<file path="config.mk">
export PLATFORM = sky130hd
export DESIGN_NAME = blink_sequence_fade_alpha_flat
export DESIGN_NICKNAME = d
export VERILOG_FILES = /design/src/sv/bsfa_pkg.sv /design/src/sv/bsfa_in_if.sv /design/src/sv/bsfa_out_if.sv /design/src/sv/bsfa_div.sv /design/src/sv/blink_sequence_fade_alpha.sv /design/src/flat_wrapper.sv
export SDC_FILE = /design/constraint.sdc
export NUM_CORES = 2
export LEC_CHECK = 0
export BUFFER_PORTS_ARGS = -buffer_cell sky130_fd_sc_hd__buf_4
export CORE_MARGIN = 4
export CORE_UTILIZATION = 50
export CTS_BUF_LIST = sky130_fd_sc_hd__clkbuf_4 sky130_fd_sc_hd__clkbuf_8
export DETAILED_ROUTE_END_ITERATION = 7
export PLACE_DENSITY = 0.64
export SLEW_MARGIN = 20
export SYNTH_ARGS = -nofsm -noshare
export SYNTH_HDL_FRONTEND = slang
export SYNTH_SLANG_ARGS = --single-unit
</file>
<file path="constraint.sdc">
create_clock -name i_clk -period 10.5 [get_ports i_clk]
set_clock_uncertainty 0.2 [all_clocks]
set_input_delay 2.1 -clock i_clk [delete_from_list [all_inputs] [get_ports i_clk]]
set_output_delay 2.1 -clock i_clk [all_outputs]
set_load 0.02 [all_outputs]
</file>
<file path="src/sv/bsfa_pkg.sv">
// Shared types and constants for the blink sequence fade alpha block.
// No dependencies; used by the interfaces, the divider and the top level.
`default_nettype none

package bsfa_pkg;

    localparam int TIME_W    = 48;
    localparam int TSUM_W    = 49;
    localparam int STEP_W    = 6;
    localparam int ALPHA_W   = 8;
    localparam int FADE_W    = 17;
    localparam int SCALE_W   = FADE_W + ALPHA_W;
    localparam int CFG_IDX_W = 3;
    localparam int PAIR_REGS = 4;

    localparam logic [CFG_IDX_W-1:0] REG_PAIR_COUNT  = 3'd0;
    localparam logic [CFG_IDX_W-1:0] REG_START_DELAY = 3'd1;
    localparam logic [CFG_IDX_W-1:0] REG_PAIR_ZERO   = 3'd2;

    localparam logic [ALPHA_W-1:0] FULL_ALPHA = 8'd255;
    localparam logic [ALPHA_W-1:0] ZERO_ALPHA = 8'd0;

    localparam logic [FADE_W-1:0] FADE_MAX = 17'd100000;
    localparam logic [FADE_W-1:0] FADE_MIN = 17'd100;
    localparam logic [31:0]       OFF_SAT  = 32'd1000000;

    localparam int              RECIP_W  = 20;
    localparam logic [RECIP_W-1:0] RECIP10 = 20'hCCCCD;
    localparam int              RECIP_SH = 23;

    typedef struct packed {
        logic              start;
        logic [STEP_W-1:0] steps;
    } t_div_req;

    typedef struct packed {
        logic busy;
        logic done;
    } t_div_stat;

endpackage

`default_nettype wire

</file>
<file path="src/sv/bsfa_in_if.sv">
// Input channel: one item carries a time in microseconds.
// Depends on bsfa_pkg.
`default_nettype none

interface bsfa_in_if;
    logic                          valid;
    logic                          ready;
    logic [bsfa_pkg::TIME_W-1:0]   time_us;

    modport source (output valid, output time_us, input ready);
    modport sink   (input valid, input time_us, output ready);
endinterface

`default_nettype wire

</file>
<file path="src/sv/bsfa_out_if.sv">
// Output channel: one item carries alpha and the visible flag.
// Depends on bsfa_pkg.
`default_nettype none

interface bsfa_out_if;
    logic                          valid;
    logic                          ready;
    logic [bsfa_pkg::ALPHA_W-1:0]  alpha;
    logic                          visible;

    modport source (output valid, output alpha, output visible, input ready);
    modport sink   (input valid, input alpha, input visible, output ready);
endinterface

`default_nettype wire

</file>
<file path="src/sv/bsfa_div.sv">
// Shared restoring divider, one quotient bit per cycle, registered results.
// Depends on bsfa_pkg for the request and status structs.
`default_nettype none

module bsfa_div #(
    parameter int NUM_W = 49,
    parameter int DEN_W = 28,
    parameter int QUO_W = 8
) (
    input  logic                 i_clk,
    input  logic                 i_rst_n,
    input  bsfa_pkg::t_div_req   i_req,
    input  logic [NUM_W-1:0]     i_num,
    input  logic [DEN_W-1:0]     i_den,
    output bsfa_pkg::t_div_stat  o_stat,
    output logic [DEN_W-1:0]     o_rem,
    output logic [QUO_W-1:0]     o_quo
);

    logic [NUM_W-1:0]            r_num;
    logic [DEN_W-1:0]            r_den;
    logic [DEN_W-1:0]            r_rem;
    logic [QUO_W-1:0]            r_quo;
    logic [bsfa_pkg::STEP_W-1:0] r_cnt;
    logic                        r_busy;
    logic                        r_done;

    logic [DEN_W:0]   trial;
    logic [DEN_W:0]   diff;
    logic             ge;
    logic [DEN_W-1:0] n_rem;

    always_comb begin
        trial = {r_rem, r_num[NUM_W-1]};
        diff  = trial - {1'b0, r_den};
        ge    = trial >= {1'b0, r_den};
        n_rem = ge ? diff[DEN_W-1:0] : trial[DEN_W-1:0];
    end

    always_ff @(posedge i_clk) begin
        if (!i_rst_n) begin
            r_busy <= 1'b0;
            r_done <= 1'b0;
            r_cnt  <= '0;
        end else begin
            r_done <= 1'b0;
            if (i_req.start) begin
                r_busy <= 1'b1;
                r_cnt  <= i_req.steps;
            end else if (r_busy) begin
                r_cnt <= r_cnt - 1'b1;
                if (r_cnt == bsfa_pkg::STEP_W'(1)) begin
                    r_busy <= 1'b0;
                    r_done <= 1'b1;
                end
            end
        end
    end

    always_ff @(posedge i_clk) begin
        if (i_req.start) begin
            r_num <= i_num;
            r_den <= i_den;
            r_rem <= '0;
            r_quo <= '0;
        end else if (r_busy) begin
            r_num <= r_num << 1;
            r_rem <= n_rem;
            r_quo <= {r_quo[QUO_W-2:0], ge};
        end
    end

    assign o_stat.busy = r_busy;
    assign o_stat.done = r_done;
    assign o_rem       = r_rem;
    assign o_quo       = r_quo;

endmodule

`default_nettype wire

</file>
<file path="src/sv/blink_sequence_fade_alpha.sv">
// Blink pattern generator with smoothed edges: top level, sequencer and config.
// Depends on bsfa_pkg, bsfa_in_if, bsfa_out_if and bsfa_div.
//
// Usage: i_in takes one item (time_us) at a time; o_out returns exactly one
// item (alpha, visible) for each. Config registers are written through
// i_cfg_we / i_cfg_idx / i_cfg_data while the block is idle; index 0 is the
// pair count, 1 the start delay, 2 to 5 the four on/off pairs.
// The modulo runs 49 steps and the fade scaling 25 steps on one shared
// bit-serial divider; the phase walk takes one pair at a time, in an on step
// and an off step, on one shared adder.
// The block takes a new item only while its sequencer is idle, so it takes no
// new item before the last result is in the output register; a finished
// result sits in the output register, so the next item can start while the
// receiver stalls. A stalled result holds the sequencer in its final step until
// o_out.ready. Reset clears all config registers to zero (steady light) and
// empties the output register; no clearing pass is needed.
`default_nettype none

module blink_sequence_fade_alpha #(
    parameter int MAX_PAIRS     = 4,
    parameter int DURATION_BITS = 24
) (
    input  logic                                i_clk,
    input  logic                                i_rst_n,
    bsfa_in_if.sink                             i_in,
    bsfa_out_if.source                          o_out,
    input  logic                                i_cfg_we,
    input  logic [bsfa_pkg::CFG_IDX_W-1:0]      i_cfg_idx,
    input  logic [2*DURATION_BITS-1:0]          i_cfg_data
);

    localparam int PW   = 2 * DURATION_BITS;
    localparam int TW   = DURATION_BITS + 1 + $clog2(MAX_PAIRS);
    localparam int DVW  = (TW > bsfa_pkg::FADE_W) ? TW : bsfa_pkg::FADE_W;
    localparam int KW   = $clog2(MAX_PAIRS + 1);
    localparam int IW   = (MAX_PAIRS > 1) ? $clog2(MAX_PAIRS) : 1;
    localparam int OW   = (DURATION_BITS > bsfa_pkg::RECIP_W) ? DURATION_BITS
                                                              : bsfa_pkg::RECIP_W;
    localparam int PRW  = 2 * bsfa_pkg::RECIP_W;

    typedef enum logic [13:0] {
        S_IDLE     = 14'b00000000000001,
        S_SUM_ON   = 14'b00000000000010,
        S_SUM_OFF  = 14'b00000000000100,
        S_CHK      = 14'b00000000001000,
        S_MOD      = 14'b00000000010000,
        S_SRCH_ON  = 14'b00000000100000,
        S_SRCH_OFF = 14'b00000001000000,
        S_DIST     = 14'b00000010000000,
        S_FADE     = 14'b00000100000000,
        S_FIX      = 14'b00001000000000,
        S_CMP      = 14'b00010000000000,
        S_SCALE    = 14'b00100000000000,
        S_DIV      = 14'b01000000000000,
        S_OUT      = 14'b10000000000000
    } t_state;

    // config
    logic [2:0]               r_pair_count;
    logic [DURATION_BITS-1:0] r_start_delay;
    logic [PW-1:0]            r_pair [MAX_PAIRS];

    // sequencer
    t_state                            r_state, n_state;
    logic [KW-1:0]                     r_k;
    logic [KW-1:0]                     r_n;
    logic [bsfa_pkg::TSUM_W-1:0]       r_tsum;
    logic [TW-1:0]                     r_total;
    logic [TW-1:0]                     r_local;
    logic [TW-1:0]                     r_edge;
    logic [TW-1:0]                     r_e1;
    logic [TW-1:0]                     r_d0;
    logic [TW-1:0]                     r_d1;
    logic [TW-1:0]                     r_d;
    logic [PRW-1:0]                    r_prod;
    logic                              r_big;
    logic [bsfa_pkg::FADE_W-1:0]       r_fade;
    logic [bsfa_pkg::FADE_W-1:0]       r_x;
    logic [bsfa_pkg::ALPHA_W-1:0]      r_res;

    // output register
    logic                              r_out_valid;
    logic [bsfa_pkg::ALPHA_W-1:0]      r_alpha;
    logic                              r_vis;

    logic                              in_acc;
    logic                              out_load;
    logic [KW-1:0]                     n_sel;
    logic [DURATION_BITS-1:0]          cur_on;
    logic [DURATION_BITS-1:0]          cur_off;
    logic [TW-1:0]                     add_a;
    logic [TW-1:0]                     add_b;
    logic [TW-1:0]                     add_sum;
    logic                              last;
    logic [OW-1:0]                     off_ext;
    logic [bsfa_pkg::FADE_W-1:0]       q10;
    logic [DVW-1:0]                    fade_diff;
    logic                              d_ge_fade;
    logic [bsfa_pkg::SCALE_W-1:0]      scale;

    bsfa_pkg::t_div_req                div_req;
    bsfa_pkg::t_div_stat               div_stat;
    logic [bsfa_pkg::TSUM_W-1:0]       div_num;
    logic [DVW-1:0]                    div_den;
    logic [DVW-1:0]                    div_rem;
    logic [bsfa_pkg::ALPHA_W-1:0]      div_quo;

    always_ff @(posedge i_clk) begin
        if (!i_rst_n) begin
            r_pair_count  <= '0;
            r_start_delay <= '0;
            for (int j = 0; j < MAX_PAIRS; j++) begin
                r_pair[j] <= '0;
            end
        end else if (i_cfg_we) begin
            if (i_cfg_idx == bsfa_pkg::REG_PAIR_COUNT) begin
                r_pair_count <= i_cfg_data[2:0];
            end
            if (i_cfg_idx == bsfa_pkg::REG_START_DELAY) begin
                r_start_delay <= i_cfg_data[DURATION_BITS-1:0];
            end
            for (int j = 0; j < MAX_PAIRS; j++) begin
                if (j < bsfa_pkg::PAIR_REGS &&
                    i_cfg_idx == bsfa_pkg::REG_PAIR_ZERO + bsfa_pkg::CFG_IDX_W'(j)) begin
                    r_pair[j] <= i_cfg_data;
                end
            end
        end
    end

    assign in_acc   = i_in.valid && i_in.ready;
    assign out_load = r_state == S_OUT && (!r_out_valid || o_out.ready);

    always_comb begin
        n_sel   = (4'(r_pair_count) > 4'(MAX_PAIRS)) ? KW'(MAX_PAIRS) : KW'(r_pair_count);
        cur_on  = r_pair[r_k[IW-1:0]][DURATION_BITS-1:0];
        cur_off = r_pair[r_k[IW-1:0]][PW-1:DURATION_BITS];
        add_a   = (r_state == S_SUM_ON || r_state == S_SUM_OFF) ? r_total : r_edge;
        add_b   = (r_state == S_SUM_ON || r_state == S_SRCH_ON) ? TW'(cur_on)
                                                                : TW'(cur_off);
        add_sum = add_a + add_b;
        last    = (r_k + KW'(1)) == r_n;
        off_ext = OW'(cur_off);
        q10     = r_prod[bsfa_pkg::RECIP_SH +: bsfa_pkg::FADE_W];
        fade_diff = DVW'(r_fade) - DVW'(r_d);
        d_ge_fade = DVW'(r_d) >= DVW'(r_fade);
        scale   = {r_x, bsfa_pkg::ALPHA_W'(0)} - bsfa_pkg::SCALE_W'(r_x);
    end

    always_comb begin
        div_req.start = (r_state == S_CHK && r_total != '0) || r_state == S_SCALE;
        if (r_state == S_SCALE) begin
            div_req.steps = bsfa_pkg::STEP_W'(bsfa_pkg::SCALE_W);
            div_num       = bsfa_pkg::TSUM_W'(scale)
                            << (bsfa_pkg::TSUM_W - bsfa_pkg::SCALE_W);
            div_den       = DVW'(r_fade);
        end else begin
            div_req.steps = bsfa_pkg::STEP_W'(bsfa_pkg::TSUM_W);
            div_num       = r_tsum;
            div_den       = DVW'(r_total);
        end
    end

    bsfa_div #(
        .NUM_W (bsfa_pkg::TSUM_W),
        .DEN_W (DVW),
        .QUO_W (bsfa_pkg::ALPHA_W)
    ) u_div (
        .i_clk   (i_clk),
        .i_rst_n (i_rst_n),
        .i_req   (div_req),
        .i_num   (div_num),
        .i_den   (div_den),
        .o_stat  (div_stat),
        .o_rem   (div_rem),
        .o_quo   (div_quo)
    );

    always_comb begin
        n_state = r_state;
        case (r_state)
            S_IDLE: begin
                if (in_acc) begin
                    n_state = (n_sel == '0) ? S_OUT : S_SUM_ON;
                end
            end
            S_SUM_ON:  n_state = S_SUM_OFF;
            S_SUM_OFF: n_state = last ? S_CHK : S_SUM_ON;
            S_CHK:     n_state = (r_total == '0) ? S_OUT : S_MOD;
            S_MOD: begin
                if (div_stat.done) begin
                    n_state = S_SRCH_ON;
                end
            end
            S_SRCH_ON: n_state = (r_local <= add_sum) ? S_OUT : S_SRCH_OFF;
            S_SRCH_OFF: begin
                if (r_local < add_sum) begin
                    n_state = S_DIST;
                end else begin
                    n_state = last ? S_OUT : S_SRCH_ON;
                end
            end
            S_DIST:  n_state = S_FADE;
            S_FADE:  n_state = S_FIX;
            S_FIX:   n_state = S_CMP;
            S_CMP:   n_state = d_ge_fade ? S_OUT : S_SCALE;
            S_SCALE: n_state = S_DIV;
            S_DIV: begin
                if (div_stat.done) begin
                    n_state = S_OUT;
                end
            end
            S_OUT: begin
                if (out_load) begin
                    n_state = S_IDLE;
                end
            end
            default: n_state = S_IDLE;
        endcase
    end

    always_ff @(posedge i_clk) begin
        if (!i_rst_n) begin
            r_state     <= S_IDLE;
            r_k         <= '0;
            r_n         <= '0;
            r_out_valid <= 1'b0;
        end else begin
            r_state <= n_state;
            if (in_acc) begin
                r_k <= '0;
                r_n <= n_sel;
            end else if (r_state == S_CHK) begin
                r_k <= '0;
            end else if ((r_state == S_SUM_OFF && !last) ||
                         (r_state == S_SRCH_OFF && r_local >= add_sum && !last)) begin
                r_k <= r_k + 1'b1;
            end
            if (out_load) begin
                r_out_valid <= 1'b1;
            end else if (o_out.ready) begin
                r_out_valid <= 1'b0;
            end
        end
    end

    always_ff @(posedge i_clk) begin
        case (r_state)
            S_IDLE: begin
                r_tsum  <= bsfa_pkg::TSUM_W'(i_in.time_us)
                           + bsfa_pkg::TSUM_W'(r_start_delay);
                r_total <= '0;
                r_edge  <= '0;
                r_res   <= bsfa_pkg::FULL_ALPHA;
            end
            S_SUM_ON, S_SUM_OFF: r_total <= add_sum;
            S_MOD:     r_local <= div_rem[TW-1:0];
            S_SRCH_ON: r_edge <= add_sum;
            S_SRCH_OFF: begin
                if (r_local < add_sum) begin
                    r_e1 <= add_sum;
                end else begin
                    r_edge <= add_sum;
                end
            end
            S_DIST: begin
                r_d0 <= r_local - r_edge;
                r_d1 <= r_e1 - r_local;
            end
            S_FADE: begin
                r_d    <= (r_d0 < r_d1) ? r_d0 : r_d1;
                r_big  <= off_ext >= OW'(bsfa_pkg::OFF_SAT);
                r_prod <= PRW'(off_ext[bsfa_pkg::RECIP_W-1:0]) * PRW'(bsfa_pkg::RECIP10);
            end
            S_FIX: begin
                if (r_big) begin
                    r_fade <= bsfa_pkg::FADE_MAX;
                end else if (q10 < bsfa_pkg::FADE_MIN) begin
                    r_fade <= bsfa_pkg::FADE_MIN;
                end else begin
                    r_fade <= q10;
                end
            end
            S_CMP: begin
                r_res <= bsfa_pkg::ZERO_ALPHA;
                r_x   <= fade_diff[bsfa_pkg::FADE_W-1:0];
            end
            S_DIV: r_res <= div_quo;
            default: ;
        endcase
        if (out_load) begin
            r_alpha <= r_res;
            r_vis   <= r_res != bsfa_pkg::ZERO_ALPHA;
        end
    end

    assign i_in.ready    = r_state == S_IDLE;
    assign o_out.valid   = r_out_valid;
    assign o_out.alpha   = r_alpha;
    assign o_out.visible = r_vis;

`ifndef SYNTH
    a_div_busy_state: assert property (@(posedge i_clk) disable iff (!i_rst_n)
        div_stat.busy |-> (r_state == S_MOD || r_state == S_DIV))
        else $error("divider busy outside a divide step");

    a_accept_leaves_idle: assert property (@(posedge i_clk) disable iff (!i_rst_n)
        in_acc |=> r_state != S_IDLE)
        else $error("accepted item did not start the sequencer");

    a_k_in_range: assert property (@(posedge i_clk) disable iff (!i_rst_n)
        (r_state == S_SUM_ON || r_state == S_SUM_OFF || r_state == S_SRCH_ON ||
         r_state == S_SRCH_OFF) |-> r_k < r_n)
        else $error("pair index beyond pair count");

    a_visible_matches: assert property (@(posedge i_clk) disable iff (!i_rst_n)
        r_out_valid |-> (r_vis == (r_alpha != bsfa_pkg::ZERO_ALPHA)))
        else $error("visible flag disagrees with alpha");

    a_out_not_lost: assert property (@(posedge i_clk) disable iff (!i_rst_n)
        (r_state == S_OUT && r_out_valid && !o_out.ready) |=> r_state == S_OUT)
        else $error("result left the sequencer while the output was full");
`endif

endmodule

`default_nettype wire

</file>
<file path="src/flat_wrapper.sv">
// flat-port wrapper written by rule: the top's interface ports become plain ports
module blink_sequence_fade_alpha_flat 
#(
    parameter int MAX_PAIRS     = 4,
    parameter int DURATION_BITS = 24
)
  (i_clk, i_rst_n, i_cfg_we, i_cfg_idx, i_cfg_data, i_in_valid, i_in_time_us, i_in_ready, o_out_valid, o_out_alpha, o_out_visible, o_out_ready);
  bsfa_in_if i_in_i ();
  bsfa_out_if o_out_i ();
  input  logic i_clk;
  input  logic i_rst_n;
  input  logic i_cfg_we;
  input  logic [bsfa_pkg::CFG_IDX_W-1:0] i_cfg_idx;
  input  logic [2*DURATION_BITS-1:0] i_cfg_data;
  input wire logic [$bits(i_in_i.valid)-1:0] i_in_valid;
  input wire logic [$bits(i_in_i.time_us)-1:0] i_in_time_us;
  output wire logic [$bits(i_in_i.ready)-1:0] i_in_ready;
  output wire logic [$bits(o_out_i.valid)-1:0] o_out_valid;
  output wire logic [$bits(o_out_i.alpha)-1:0] o_out_alpha;
  output wire logic [$bits(o_out_i.visible)-1:0] o_out_visible;
  input wire logic [$bits(o_out_i.ready)-1:0] o_out_ready;
  assign i_in_i.valid = i_in_valid;
  assign i_in_i.time_us = i_in_time_us;
  assign i_in_ready = i_in_i.ready;
  assign o_out_valid = o_out_i.valid;
  assign o_out_alpha = o_out_i.alpha;
  assign o_out_visible = o_out_i.visible;
  assign o_out_i.ready = o_out_ready;
  blink_sequence_fade_alpha #(.MAX_PAIRS(MAX_PAIRS), .DURATION_BITS(DURATION_BITS)) u_core (.i_clk(i_clk), .i_rst_n(i_rst_n), .i_in(i_in_i), .o_out(o_out_i), .i_cfg_we(i_cfg_we), .i_cfg_idx(i_cfg_idx), .i_cfg_data(i_cfg_data));
endmodule
</file>
# After elaboration in Yosys (flattened, before gate mapping)
# Memory sizes are Yosys's and may differ from the RTL's. A register that Yosys moved wholly into a read port is not among the register bits.
# Cells that the tools add are included.
# word_totals
reg_bits	497
output_inout_bits	11
n_memories	1
mem_bits_rw	192
# mem_list
memory	depth	word_bits	rd	rd_clocked_by_memory_dff	wr	line_no	rtl
u_core.r_pair	4	48	1	1	4	blink_sequence_fade_alpha.sv:61	logic [PW-1:0] r_pair [MAX_PAIRS];
# op_classes
eq_ne	26
n_addsub	9
order_cmp	9
muxes	58
n_reduce_logical	32
n_mul	1
n_bitwise	6
# ops
operator	n
one-hot mux 14 bit (14 select lines)	1
two-way mux 48 bit	4
two-way mux 49 bit	3
two-way mux 14 bit	10
two-way mux 27 bit	4
one-hot mux 27 bit (3 select lines)	1
subtractor 27 bit	3
< comparator 27 bit	2
one-hot mux 27 bit (2 select lines)	1
adder 48 x 24 -> 49 bit	1
multiplier 20 x 20 -> 40 bit (second input constant)	1
two-way mux 17 bit	2
>= comparator 28 x 27 -> 1 bit	1
adder 27 bit	1
>= comparator 27 x 17 -> 1 bit	1
>= comparator 27 bit	1
less-or-equal comparator 27 bit	1
logical NOT 27 bit	1
nonzero test 27 bit	1
subtractor 25 x 17 -> 25 bit	1
>= comparator 24 x 20 -> 1 bit (second input constant)	1
two-way mux 24 bit	1
one-hot mux 8 bit (3 select lines)	1
two-way mux 1 bit	23
43 further kinds	74

# Logic depth before layout (Yosys ltp)
# logic_depth
ltp_word	10
mapped_depth	34
mapped_depth_nobuf	31

# Hierarchy
# Synthesis repeated with hierarchy kept, for this count alone.
# unflattened
hier_cells	3986
hier_area_um2	43757.0
# by_module_without_submodules
mod	cells_per_inst	area_per_inst_um2	instances
blink_sequence_fade_alpha	3414	37483.4	1
bsfa_div	572	6273.5	1

# Worst setup path after synthesis
# OpenSTA, ideal clock, no wires.
# synth_path
path_kind	reg2reg
from	register (tool-made name)
to	register u_core.r_edge[0] (enable)
n_path_buf	2
setup_slack_ns	0.984
stages_incl_launch_ff	27
required_time_ns	9.746
synth_period_minus_slack_ns	9.516
setup_ns	0.554
t_arrival_ns	8.762
path_cell_list	dfxtp_1 -> buf_1 -> buf_1 -> mux4_2 -> nand2_1 -> o21ai_0 -> ha_1 -> inv_1 -> fa_1 -> nor2b_1 -> o21ai_0 -> a21boi_0 -> o21ai_0 -> a21oi_1 -> or4_1 -> a311o_1 -> a21o_1 -> a21oi_1 -> xor2_1 -> ha_1 -> a21o_1 -> a21o_1 -> a21oi_1 -> o21ai_0 -> a221o_1 -> nor3_1 -> a21oi_1
# synth_lines
item	line_no	rtl
end signal, assigned	blink_sequence_fade_alpha.sv:258	S_SRCH_ON: r_edge <= add_sum;
end signal, assigned	blink_sequence_fade_alpha.sv:263	r_edge <= add_sum;
end, declared	blink_sequence_fade_alpha.sv:70	logic [TW-1:0] r_edge;

==> results.md <==
* Status: complete, no violations
* Crit path buf inv count at 5
* Worst slew pin tran at 1.12 ns
* Area leader, netlist: edfxtp_1
* IO Port Bufs at 114
* Final Hold Fails at 0
* Critical path destination: u_core.r_prod[39]
* CTS Sinks at between 600 and 700
* Row count at 106
* RSZ-0062 raised after global routing: no
* Gate Count Post-Synth at 3,845
* Number of CTS-inserted buffers at 113
* CP endpoint kind: flop
* Maxcap violations at 0
* Initial antenna violation count at 3
* Synth Register Bits at approximately 670
* Area Overhead vs Synth at 10.9%
* Total Nets Final at 4,690
* Grt ovf at 0
* Commonest cells after routing, fill and taps aside: edfxtp_1, inv_1, ha_1, nand2_1, nor2_1
* Dominant synthesized flop cell: edfxtp_1
* Share of cells above drive strength 1 at 0.115
* Peak VDD IR at 0.000198 V
* CTS tree: built
* Total GRT Usage at 0.241
* Average wire per standard cell at slightly above 20 um
* H-tree levels at 3
* YS warnings at 0
* First-pass GRT wire length at approximately 170,000 um
* Post-cts repair resize count at 0
* Lkg Pwr at 20.3 nW
* Asr flop ratio synth at 0
* Chip Width at 300 um
* Setup ws final at 2.00 ns
* Synth area leaders: edfxtp_1, ha_1, fa_1, inv_1, dfxtp_1
* Hold slack at 0.252 ns
* # setup viols final at 0
* Pins Over Slew Limit at 0
* Initial Util at 0.507
* Slew HR at 0.248
* Fmax achieved at between 100 and 150 MHz
* Total Routed Length at about 110,000 um
* Min cycle time layout at 8.50 ns
* Vias per cell at 5.44
* Net count after synthesis at 4,530
* Antenna viol nets, final at 0
* Startpoint Class: flop
* Full die area at 90,100 um2
* CP most frequent cell: fa_1
* R2R Setup Slk at 2.00 ns
* Core Area at 84,100 um2
* PwrDens at 218 nW/um2
* Vias at 28,500
* Period utilization at 0.809
* Post-Place Setup Slack at roughly 2.0 ns
* Hold Crit Class: reg2reg
* Vias in the first global route at between 20,000 and 30,000
* Worst Path Class, Setup: reg2reg
* Hold Buf Count CTS at 0
* Critical Path AT at about 9 ns
* Worst path slowest cell: dfxtp_2
* Synth unique cells at 75
* WP depth at 25
* Largest net degree at the start of global routing at 66
* Post-synthesis sequential area ratio at 0.448
* Worst Path Required at 10.79 ns
* Mapped Area at 42,700 um2
* Detailed placement HPWL at 82,300 um
* Placed inst area at around 45,000 um2
* First-pass DRT Iterations at 5
* Root Buffer: clkbuf_8
* Setup TNS at 0 ns
* Worst-path clk slew at 0.06 ns
* Design area at roughly 47,000 um2
* Commonest non-fill, non-tap cell in the layout: edfxtp_1
* Setup bufs post-CTS at 0
* Worst path max stage delay at 0.84 ns
* IO Pins at 115
* Synth top area share at 0.405
* Sequential Area at 19,100 um2
* Number of synthesized flops with an enable pin at 575
* Fillers at 7,342
* Residual DRC at 0
* Starting DRT DRC Count at 2,234
* Crit path max-delay family: adder cells
* Clk_lat worst skew at 0.75 ns
* GP Congestion at 0.934
* CTS Buffer Depth at 3
* RR Endpoint: u_core.r_prod[39]
* Total power at ~10 mW
* Die height at 300 um
* Multi-input gate area at around 21,000 um2
* Syn avg cell area at 11.1 um2
* FF-to-FF path depth at 25
* Crit Path Max Fanout at 29
* Hold path depth at 0
worst reg2reg max path: stages (launching register included):
cell and delay [ns]:
dfxtp_2 0.84, buf_4 0.47, mux4_2 0.52, ha_1 0.37, inv_1 0.11, fa_1 0.55
inv_1 0.04, ha_1 0.26, inv_1 0.05, fa_1 0.52, fa_1 0.44, fa_1 0.55
inv_1 0.05, fa_1 0.45, ha_1 0.29, nand4_1 0.14, nor4_1 0.44, nand4_1 0.17
a41oi_1 0.49, a221o_1 0.34, a31oi_2 0.14, a311o_1 0.33, nand3_1 0.11, nor4_1 0.06
nor3_1 0.23, xnor2_1 0.08
how the worst min path moves through the flow:
stage	from	to
finish	u_core.r_res[7]	u_core.o_out.alpha[7]
floorplan	u_core.r_res[1]	u_core.o_out.alpha[1]
global route	u_core.r_res[5]	u_core.o_out.alpha[5]
global placement	u_core.r_res[5]	u_core.o_out.alpha[5]
CTS	u_core.r_res[3]	u_core.o_out.alpha[3]
detailed placement	u_core.r_res[5]	u_core.o_out.alpha[5]
layer usage:
| metal | global-route usage | vias to the layer above | routed length (um) |
|---|---|---|---|
| li1 | - | 13800 | - |
| met1 | 0.345 | 13800 | 50000 |
| met2 | 0.387 | 738 | 49600 |
| met3 | 0.0324 | 156 | 5600 |
| met4 | 0.0684 | 2 | 2860 |
| met5 | 0 | - | 10 |
synth_stat cells (all sizes together), types with 7 or more instances:
| cell | number |
|---|---|
| a211oi | 19 |
| a21boi | 37 |
| a21o | 96 |
| a21oi | 159 |
| a221o | 12 |
| a22o | 23 |
| a22oi | 17 |
| a31oi | 17 |
| and2 | 219 |
| and3 | 33 |
| buf | 14 |
| clkbuf | 92 |
| dfxtp | 93 |
| edfxtp | 575 |
| fa | 145 |
| ha | 436 |
| inv | 507 |
| mux2 | 34 |
| mux2i | 24 |
| mux4 | 48 |
| nand2 | 231 |
| nand2b | 32 |
| nand3 | 59 |
| nand3b | 7 |
| nand4 | 36 |
| nor2 | 235 |
| nor2b | 52 |
| nor3 | 37 |
| nor4 | 22 |
| o211ai | 7 |
| o21a | 25 |
| o21ai | 177 |
| o21bai | 20 |
| or2 | 9 |
| or3 | 8 |
| xnor2 | 145 |
| xor2 | 58 |
final cells by class:
class | instances | share of cell area
Inverter | 508 | 0.0403
Clock buffer | 165 | 0.0424
Antenna cell | 4 | 0.000212
Timing Repair Buffer | 151 | 0.0240
Clock inverter | 51 | 0.00775
Tap cell | 1134 | 0.0300
Sequential cell | 668 | 0.404
Multi-Input combinational cell | 2563 | 0.451
per-stage QoR:
step / utilization / instances
6_report: 0.563 / 5244
4_1_cts: 0.563 / 5240
3_5_place_dp: 0.534 / 5024
5_1_grt: 0.563 / 5243
3_3_place_gp: 0.534 / 5024
2_1_floorplan: - / 3845
cell families (layout without fill, tap and decap cells):
logic type,after synthesis,after routing,share of synthesized area
buf+inv,614,875,0.0542
xor+xnor,203,203,0.0417
compound gates,675,675,0.103
fa+ha+maj,581,581,0.196
mux,106,106,0.0399
other cells,0,4,0
flops,668,668,0.448
simple gates,998,998,0.117
flip-flops by register name, summed over array words and instances (netlist names), 6 cells and up, named ones only:
signal / count
u_core.r_pair: 192
u_core.r_tsum: 49
u_core.u_div.r_num: 49
u_core.r_d0: 27
u_core.r_d1: 27
u_core.r_d: 27
u_core.r_e1: 27
u_core.r_edge: 27
u_core.r_local: 27
u_core.r_total: 27
u_core.u_div.o_rem: 27
u_core.u_div.r_den: 27
u_core.r_start_delay: 24
u_core.r_fade: 17
u_core.r_prod: 17
u_core.r_x: 17
u_core.r_state: 14
u_core.o_out.alpha: 8
u_core.r_res: 8
u_core.u_div.o_quo: 8
u_core.u_div.r_cnt: 6
where the power goes:
group | switching [mW] | total, mW | internal (mW)
sequential | 0.102 | 3.39 | 3.29
combinational | 2.60 | 4.49 | 1.89
clock | 1.10 | 2.43 | 1.33
Power figures use the tool's default switching activity.
